`src/hw/rtl/i64dm_pkg.sv`:
```
// Shared constants, operation codes and control types of the 64-bit divider.
package i64dm_pkg;

	localparam int unsigned DATA_WIDTH = 64;
	localparam int unsigned CNT_W = $clog2(DATA_WIDTH);
	localparam logic [CNT_W-1:0] LAST_STEP = CNT_W'(DATA_WIDTH - 1);

	typedef enum logic [1:0] {
		OP_UQUO = 2'd0,
		OP_UREM = 2'd1,
		OP_SQUO = 2'd2,
		OP_SREM = 2'd3
	} op_t;

	// Commands from the sequencer to the datapath.
	typedef struct packed {
		logic load;
		logic step;
		logic finish;
	} ctrl_t;

endpackage

```
`src/hw/rtl/int64_divide_modulo_core.sv`:
```
// Top level of the 64-bit integer divide and modulo core.
//
// Usage: a request enters on the s_ group and carries the operation in
// s_tuser (unsigned quotient, unsigned remainder, signed quotient, signed
// remainder) and both operands in s_tdata. One result leaves on the m_
// group for every request.
// Timing: the magnitudes are formed as the request is accepted, then the
// shared shift-and-subtract unit produces one quotient bit per cycle, and
// the final state applies the sign and loads the output register once free.
// s_tready is low from the acceptance until the result is registered, so
// the core takes no new request while one is in progress.
// Division by zero needs no special path: the quotient magnitude comes out
// all ones and the remainder equals the dividend.
// Back pressure: a result waits in the output register while m_tready is
// low, and the core accepts the next request meanwhile; that request holds
// in its final cycle until the output register is free.
// Reset: arst_n clears the sequencer and the output valid flag at once.
module int64_divide_modulo_core (
	input  logic         clk,
	input  logic         arst_n,
	input  logic         s_tvalid,
	output logic         s_tready,
	input  logic [127:0] s_tdata,  // [63:0] dividend, [127:64] divisor
	input  logic [1:0]   s_tuser,  // [1:0] operation
	output logic         m_tvalid,
	input  logic         m_tready,
	output logic [63:0]  m_tdata   // [63:0] result
);

	localparam int unsigned W = i64dm_pkg::DATA_WIDTH;

	i64dm_pkg::ctrl_t ctrl;

	i64dm_seq u_seq (
		.clk      (clk),
		.arst_n   (arst_n),
		.s_tvalid (s_tvalid),
		.s_tready (s_tready),
		.m_tvalid (m_tvalid),
		.m_tready (m_tready),
		.ctrl     (ctrl)
	);

	i64dm_datapath u_datapath (
		.clk       (clk),
		.ctrl      (ctrl),
		.operation (s_tuser),
		.dividend  (s_tdata[W-1:0]),
		.divisor   (s_tdata[2*W-1:W]),
		.result    (m_tdata)
	);

endmodule

```
`src/hw/rtl/i64dm_datapath.sv`:
```
// Operand registers and the shared shift-and-subtract unit of the divider.
module i64dm_datapath (
	input  logic                               clk,
	input  i64dm_pkg::ctrl_t                   ctrl,
	input  logic [1:0]                         operation,
	input  logic [i64dm_pkg::DATA_WIDTH-1:0]   dividend,
	input  logic [i64dm_pkg::DATA_WIDTH-1:0]   divisor,
	output logic [i64dm_pkg::DATA_WIDTH-1:0]   result
);

	localparam int unsigned W = i64dm_pkg::DATA_WIDTH;

	logic [W-1:0] rem_q;
	logic [W-1:0] quo_q;
	logic [W-1:0] div_q;
	logic         sel_rem_q;
	logic         neg_res_q;
	logic [W-1:0] result_q;

	logic         a_neg;
	logic         b_neg;
	logic         is_signed;
	logic         is_rem;
	logic [W-1:0] a_mag;
	logic [W-1:0] b_mag;
	logic [W-1:0] shifted;
	logic [W:0]   diff;
	logic         take;
	logic [W-1:0] res_mag;

	assign a_neg = dividend[W-1];
	assign b_neg = divisor[W-1];

	always_comb begin
		unique case (i64dm_pkg::op_t'(operation))
			i64dm_pkg::OP_UQUO: begin
				is_signed = 1'b0;
				is_rem    = 1'b0;
			end
			i64dm_pkg::OP_UREM: begin
				is_signed = 1'b0;
				is_rem    = 1'b1;
			end
			i64dm_pkg::OP_SQUO: begin
				is_signed = 1'b1;
				is_rem    = 1'b0;
			end
			i64dm_pkg::OP_SREM: begin
				is_signed = 1'b1;
				is_rem    = 1'b1;
			end
			default: begin
				is_signed = 1'b0;
				is_rem    = 1'b0;
			end
		endcase
	end

	assign a_mag = (is_signed && a_neg) ? (~dividend + W'(1)) : dividend;
	assign b_mag = (is_signed && b_neg) ? (~divisor + W'(1)) : divisor;

	// The bit shifted out of the partial remainder counts as a carry: with it
	// set, the shifted value always exceeds the divisor.
	assign shifted = {rem_q[W-2:0], quo_q[W-1]};
	assign diff    = {rem_q[W-1], shifted} - {1'b0, div_q};
	assign take    = rem_q[W-1] | ~diff[W];

	assign res_mag = sel_rem_q ? rem_q : quo_q;

	always_ff @(posedge clk) begin
		if (ctrl.load) begin
			rem_q     <= '0;
			quo_q     <= a_mag;
			div_q     <= b_mag;
			sel_rem_q <= is_rem;
			neg_res_q <= is_signed & (is_rem ? a_neg : (a_neg ^ b_neg));
		end else if (ctrl.step) begin
			rem_q <= take ? diff[W-1:0] : shifted;
			quo_q <= {quo_q[W-2:0], take};
		end
		if (ctrl.finish) begin
			result_q <= neg_res_q ? (~res_mag + W'(1)) : res_mag;
		end
	end

	assign result = result_q;

endmodule

```
`src/hw/rtl/i64dm_seq.sv`:
```
// Sequencer of the divider: handshakes, step counter and output valid flag.
module i64dm_seq (
	input  logic             clk,
	input  logic             arst_n,
	input  logic             s_tvalid,
	output logic             s_tready,
	output logic             m_tvalid,
	input  logic             m_tready,
	output i64dm_pkg::ctrl_t ctrl
);

	typedef enum logic [2:0] {
		ST_IDLE = 3'b001,
		ST_DIV  = 3'b010,
		ST_FIX  = 3'b100
	} state_t;

	state_t                          state_q;
	logic [i64dm_pkg::CNT_W-1:0]     cnt_q;
	logic                            m_tvalid_q;
	logic                            out_free;

	assign s_tready = (state_q == ST_IDLE);
	assign out_free = ~m_tvalid_q | m_tready;

	always_comb begin
		ctrl.load   = s_tready & s_tvalid;
		ctrl.step   = (state_q == ST_DIV);
		ctrl.finish = (state_q == ST_FIX) & out_free;
	end

	always_ff @(posedge clk or negedge arst_n) begin
		if (!arst_n) begin
			state_q    <= ST_IDLE;
			cnt_q      <= '0;
			m_tvalid_q <= 1'b0;
		end else begin
			unique case (state_q)
				ST_IDLE: begin
					if (s_tvalid) begin
						state_q <= ST_DIV;
						cnt_q   <= '0;
					end
				end
				ST_DIV: begin
					cnt_q <= cnt_q + 1'b1;
					if (cnt_q == i64dm_pkg::LAST_STEP) begin
						state_q <= ST_FIX;
					end
				end
				ST_FIX: begin
					// The result waits here until the output register is free.
					if (out_free) begin
						state_q <= ST_IDLE;
					end
				end
				default: begin
					state_q <= ST_IDLE;
				end
			endcase
			if (ctrl.finish) begin
				m_tvalid_q <= 1'b1;
			end else if (m_tready) begin
				m_tvalid_q <= 1'b0;
			end
		end
	end

	assign m_tvalid = m_tvalid_q;

endmodule

```
`config.mk`:
```
export PLATFORM = sky130hd
export DESIGN_NAME = int64_divide_modulo_core
export DESIGN_NICKNAME = d
export VERILOG_FILES = /design/src/hw/rtl/i64dm_pkg.sv /design/src/hw/rtl/int64_divide_modulo_core.sv /design/src/hw/rtl/i64dm_datapath.sv /design/src/hw/rtl/i64dm_seq.sv
export SDC_FILE = /design/constraint.sdc
export NUM_CORES = 1
export LEC_CHECK = 0
export BUFFER_PORTS_ARGS = -buffer_cell sky130_fd_sc_hd__buf_2
export CORE_AREA = 2 2 241 243
export DETAILED_ROUTE_END_ITERATION = 8
export DIE_AREA = 0 0 243 245
export PLACE_DENSITY_LB_ADDON = 0.3
export SLEW_MARGIN = 10
export SYNTH_ARGS = -nofsm -noshare
export SYNTH_HDL_FRONTEND = slang
export SYNTH_SLANG_ARGS = --single-unit
export TNS_END_PERCENT = 20
```
`constraint.sdc`:
```
create_clock -name clk -period 5.8 [get_ports clk]
set_clock_uncertainty 0.15 [all_clocks]
set_input_delay 0 -clock clk [delete_from_list [all_inputs] [get_ports clk]]
set_output_delay 0 -clock clk [all_outputs]
set_load 0.01 [all_outputs]
```
; Word level (Yosys, flattened, before mapping)
; Index checks and enable logic that the tools add are counted.
; Widths: inputs -> output; s select.
[op_classes]
addsub = 5
multipliers = 0
div_mod_pow = 0
magnitude_cmp = 0
n_eq_ne = 10
shifts = 0
n_mux = 18
bitwise = 11
n_reduce_logical = 12
[ops]
columns = op, count
row1 = $mux 64, 7
row2 = $add 64x1->64 const B, 3
row3 = $not 64->64, 3
row4 = $sub 65x64->65, 1
row5 = $pmux 6 s2, 1
row6 = $mux 3, 3
row7 = $pmux 3 s3, 1
row8 = $reduce_or 2->1, 4
row9 = $add 6x1->6 const B, 1
row10 = $eq 6x6->1 const B, 1
row11 = $mux 6, 1
row12 = $reduce_bool 2->1, 3
row13 = $eq 2x2->1 const B, 2
row14 = $ne 2x1->1 const B, 2
row15 = $pmux 1 s2, 2
row16 = $and 1x1->1, 3
row17 = $eq 3x1->1 const B, 1
row18 = $eq 3x2->1 const B, 1
row19 = $eq 3x3->1 const B, 1
row20 = $mux 1, 3
row21 = $reduce_and 3->1, 1
row22 = $eq 2x1->1 const B, 1
row23 = $logic_and 1x1->1, 2
row24 = $logic_not 2->1, 1
row25 = other kinds (5), 7
[word_totals]
reg_bits = 268
latchBits = 0
ram_bits = 0
rom_bits = 0
in_bits = 134
word_cells = 65
n_memories = 0

; Logic depth before layout (Yosys ltp)
[depth]
depth_word = 6
ltp_mapped = 22
depth_no_buf = 14

; Cells and area by module
; From an unflattened synthesis, not the netlist that was laid out.
[hier_totals]
hier_cells = 2194
hier_area_um2 = 19138.4
[modules_own_cells]
columns = module, instances, cells_per_inst, area_per_inst_um2, seq_area_each_um2
row1 = i64dm_datapath, 1, 2143, 18594.1, 7106.8
row2 = i64dm_seq, 1, 51, 544.3, 251.5

; Worst setup path after synthesis
; No wires, ideal clock.
[synth_path]
path_type = register -> register
from = register u_datapath.sel_rem_q
to = register u_datapath.result_q[58] (netlist: u_datapath.result[58]) (data pin)
arrival_ps = 4929
required_ps = 5387
slack_ps = 458
stages_incl_launch_ff = 23
path_buffers = 10
period_less_slack_ps = 5342
path_cell_list = edfxtp_1 -> buf_6 -> buf_4 -> buf_4 -> buf_2 -> buf_2 -> buf_2 -> buf_2 -> buf_1 -> clkbuf_1 -> buf_2 -> mux2i_1 -> ha_1 -> o21ai_1 -> nor2_1 -> nand4_1 -> nor4_2 -> nand3_1 -> nor3_2 -> nand2_1 -> or2_1 -> o21ai_1 -> xor2_1
[synth_between]
elab_chain_cells = 4
[synth_rtl]
columns = element, line_no
row1 = from (decl), i64dm_datapath.sv:16  ; logic sel_rem_q;
row2 = from (signal assigned), i64dm_datapath.sv:75  ; sel_rem_q <= is_rem;
row3 = $mux 64 (*), i64dm_datapath.sv:68  ; assign res_mag = sel_rem_q ? rem_q : quo_q;
row4 = $not 64->64, i64dm_datapath.sv:82  ; result_q <= neg_res_q ? (~res_mag + W'(1)) : res_mag;
row5 = $add 64x1->64, i64dm_datapath.sv:82
row6 = $mux 64 (*), i64dm_datapath.sv:82
row7 = to (signal assigned), i64dm_datapath.sv:82
row8 = to (decl), i64dm_datapath.sv:18  ; logic [W-1:0] result_q;
; Every way passes the cells marked *; elsewhere a longest branch is shown, timed or not.
; A chain may end at the register's enable or synchronous reset.

; Worst setup path after layout
[layout_path]
from = register u_datapath.sel_rem_q
to = register u_datapath.result_q[56] (netlist: u_datapath.result[56]) (data pin)
; Same word-level chain as after synthesis.

==> results.yml <==
run_status:
  status: "finished, final reports clean"
drt:
  drt_iter0_markers: 1326
  first_pass_iters: 5
  ant_nets: 0
  avgViaCountPerCell: 5.13
  drcViolationCount: 0
  routedWlPerCell_um: 17.6
  routed_wl_um: 57400
  vias: 16800
timing:
  fmax_mhz: 215
  tightest_slew_ns: 1.20
  fin_crit_sh_pct: 80.2
  fin_tns_setup_ns: 0
  slew_headroom_pct: 19.9
  min_period_ns: 4.65
  setup_ws_ns: 1.15
  slew_violations: 0
  holdWs_ns: 0.127
  final-setup-viol-count: 0
  hold_viol: 0
  rsz0062_at_grt: "false"
floorplanning:
  core_area_um2: 57000
  ios: 200
  start_util_pct: 32.5
  die_x_um: 243
  rows: 88
  fp.dieH_um: 245
  fp.dieArea_um2: 59500
job:
  maxCapViolations: 0
yosys:
  synth_top_area_share_pct: 31.4
  ys_types: 82
  avgSynthCellArea_um2: 8.78
  synthTopCellsByArea: "edfxtp_1, dfxtp_1, xor2_1"
  synth_cells: 2115
  netlist_top_cells_count: "nand2_1, edfxtp_1, a21oi_1, o21ai_0, nor2_1"
  ys_async_sr_fraction_pct: 3.73
  ys_ff_latch: 268
  synth_top_flop_cell: "edfxtp_1"
  synth_warnings: 0
  synth.net_count: 2318
  syn_area_um2: 18600
  yosys.area.top_type: "edfxtp_1"
  post-synth-top-count-cell: "nand2_1"
  yosysSeqAreaShare_pct: 39.6
  synth-edff-count: 194
grt:
  grt_pass1_wl_um: 90000
  use_met1_pct: 27.9
  antenna_found_initial: 0
  use_met2_pct: 28.2
  grtUsageTotal_pct: 18.7
  met3_usage_pct: 2.41
  grt_pass1_vias: 16200
  grt_remaining_overflow: 0
  grt.busiest_layer: "met2"
  grt_max_degree: 111
critical_path:
  crit_path_max_fanout: 57
  worstSetupPathType: "reg -> reg"
  max_stage_delay_ns: 0.57
  cpMaxStageDelayCell: "nor4_2"
  required_ns: 6.06
  worst_setup_path_end_kind: "flop"
  cp.buffers_inverters: 1
  worstSetupStartpointType: "flop"
  crit_family: "simple AND/OR/NAND/NOR gates"
  cp_cell_sequence: "buf_4 -> mux2i_2 -> ha_1 -> o21ai_1 -> nor2_1 -> nand4_1 -> nor4_2 -> nand3_1 -> nor3_2 -> nand2_1 -> or2_1 -> o21ai_1 -> xor2_1"
  critPathArrivalTime_ns: 4.91
  crit_top_cell: "o21ai_1"
clock_tree:
  clkTransAtPathRegs_ns: 0.07
  cts.path.max_buffers: 3
  htreeDepth: 1
  cts.sinks: 268
  root_buffer: "clkbuf_16"
  tritoncts: "done"
  cts-buffers-inserted: 29
  clkLatencyLatePin_ns: 0.58
place:
  dp_cells: 2995
  io_buffers: 199
  dp_slack_ns: 1.26
  place_hpwl_um: 43600
  placed_cell_area_um2: 20300
  gp_congestion: 0.870
cells_and_area:
  nets: 2683
  areaGrowthSynthToFinish_pct: 25.7
  finalInstanceArea_um2: 23300
  final_cells: 3266
  final_util_pct: 40.9
  drive_above_1_share_pct: 11.4
  fillers: 5731
power:
  peakVddDrop_v: 0.000252
  p_total_mw: 7.36
  power_leakage_nw: 9.29
  powerDensity_nw_per_um2: 315
min_path:
  min_path_type: "in -> reg"
[cells by family after synthesis]
| group | share of synthesized area (%) |
|---|---|
| XOR/XNOR | 11.6 |
| buffers and inverters | 4.18 |
| AO/OA/AOI/OAI | 18.6 |
| multiplexers | 4.06 |
| adder cells (fa/ha/maj) | 4.69 |
| flip-flops | 39.6 |
| AND/OR/NAND/NOR | 17.2 |
[cell usage in the layout (no fill, tap or decap), drive strengths merged, types with 6 or more instances in the layout]
cell / instances
nand2: 230
o31ai: 30
o41ai: 13
nand4: 19
a32oi: 15
mux2i: 67
o211ai: 6
clkbuf: 39
mux2: 7
xor2: 141
nor3b: 10
dfrtp: 9
dlygate4sd3: 219
a21o: 32
buf: 216
nand3: 42
a21oi: 189
nor4: 17
nor2: 163
clkinv: 10
a22o: 6
dfxtp: 64
inv: 99
xnor2: 105
or4: 14
edfxtp: 194
nand2b: 22
and2: 15
nor2b: 20
or3: 13
o21ai: 227
a31oi: 15
o21bai: 13
ha: 68
nor3: 75
and3: 14
[layout make-up]
| cell class | instances | area (um^2) | area share, % |
|---|---|---|---|
| Multi-Input combinational cell | 1648 | 10500 | 44.8 |
| Clock inverter | 12 | 80.1 | 0.343 |
| Clock buffer | 39 | 763 | 3.27 |
| Antenna cell | 1 | 2.50 | 0.0107 |
| Sequential cell | 268 | 7360 | 31.5 |
| Inverter | 98 | 368 | 1.58 |
| Tap cell | 765 | 957 | 4.10 |
| Timing Repair Buffer | 435 | 3340 | 14.3 |
[final timing paths]
check / from / endpoint / slack, ns / cells past startpoint
min reg2reg: u_seq.cnt_q[2] / u_seq.cnt_q[2] / 0.35 / 1
max in group asynchronous: arst_n / u_seq.state_q[0] / 4.83 / 3
min in group asynchronous: arst_n / u_seq.state_q[2] / 0.32 / 3
max: u_datapath.sel_rem_q / u_datapath.result[56] / 1.15 / 13
max reg2reg: u_datapath.sel_rem_q / u_datapath.result[56] / 1.15 / 13
min: s_tuser[0] / u_datapath.sel_rem_q / 0.13 / 2
[metal layers]
metal  vias up  wire length (um)
li1       8369                 -
met1      7807             28800
met2       499             24100
met3        75              3130
met4         0              1320
met5         -                 0
[flip-flops by register name, indices dropped and copies added (netlist names)]
| name | flops |
|---|---|
| u_seq.m_tvalid | 1 |
| u_seq.state_q | 3 |
| u_seq.cnt_q | 6 |
| u_datapath.neg_res_q | 1 |
| u_datapath.quo_q | 64 |
| u_datapath.div_q | 64 |
| u_datapath.result | 64 |
| u_datapath.rem_q | 64 |
| u_datapath.sel_rem_q | 1 |
[timing repair]
item	4_1_cts	5_1_grt
hold endpoints to repair	152	0
hold buffers	219	0
setup buffers	0	0
gates resized for setup	0	0
[worst reg2reg max path, stage by stage (launching register included)]
cell	delay [ns]
edfxtp_1	0.35
buf_4	0.51
mux2i_2	0.42
ha_1	0.24
o21ai_1	0.10
nor2_1	0.22
nand4_1	0.25
nor4_2	0.57
nand3_1	0.39
nor3_2	0.39
nand2_1	0.14
or2_1	0.35
o21ai_1	0.22
xor2_1	0.21
[power breakdown]
part	internal (mW)	switching, mW	leakage (nW)	total, mW
Combinational	0.979	1.68	6.42	2.66
Sequential	2.68	0.312	2.46	2.99
Clock	0.956	0.757	0.411	1.71
No activity file was read; power rests on OpenSTA's default activity.
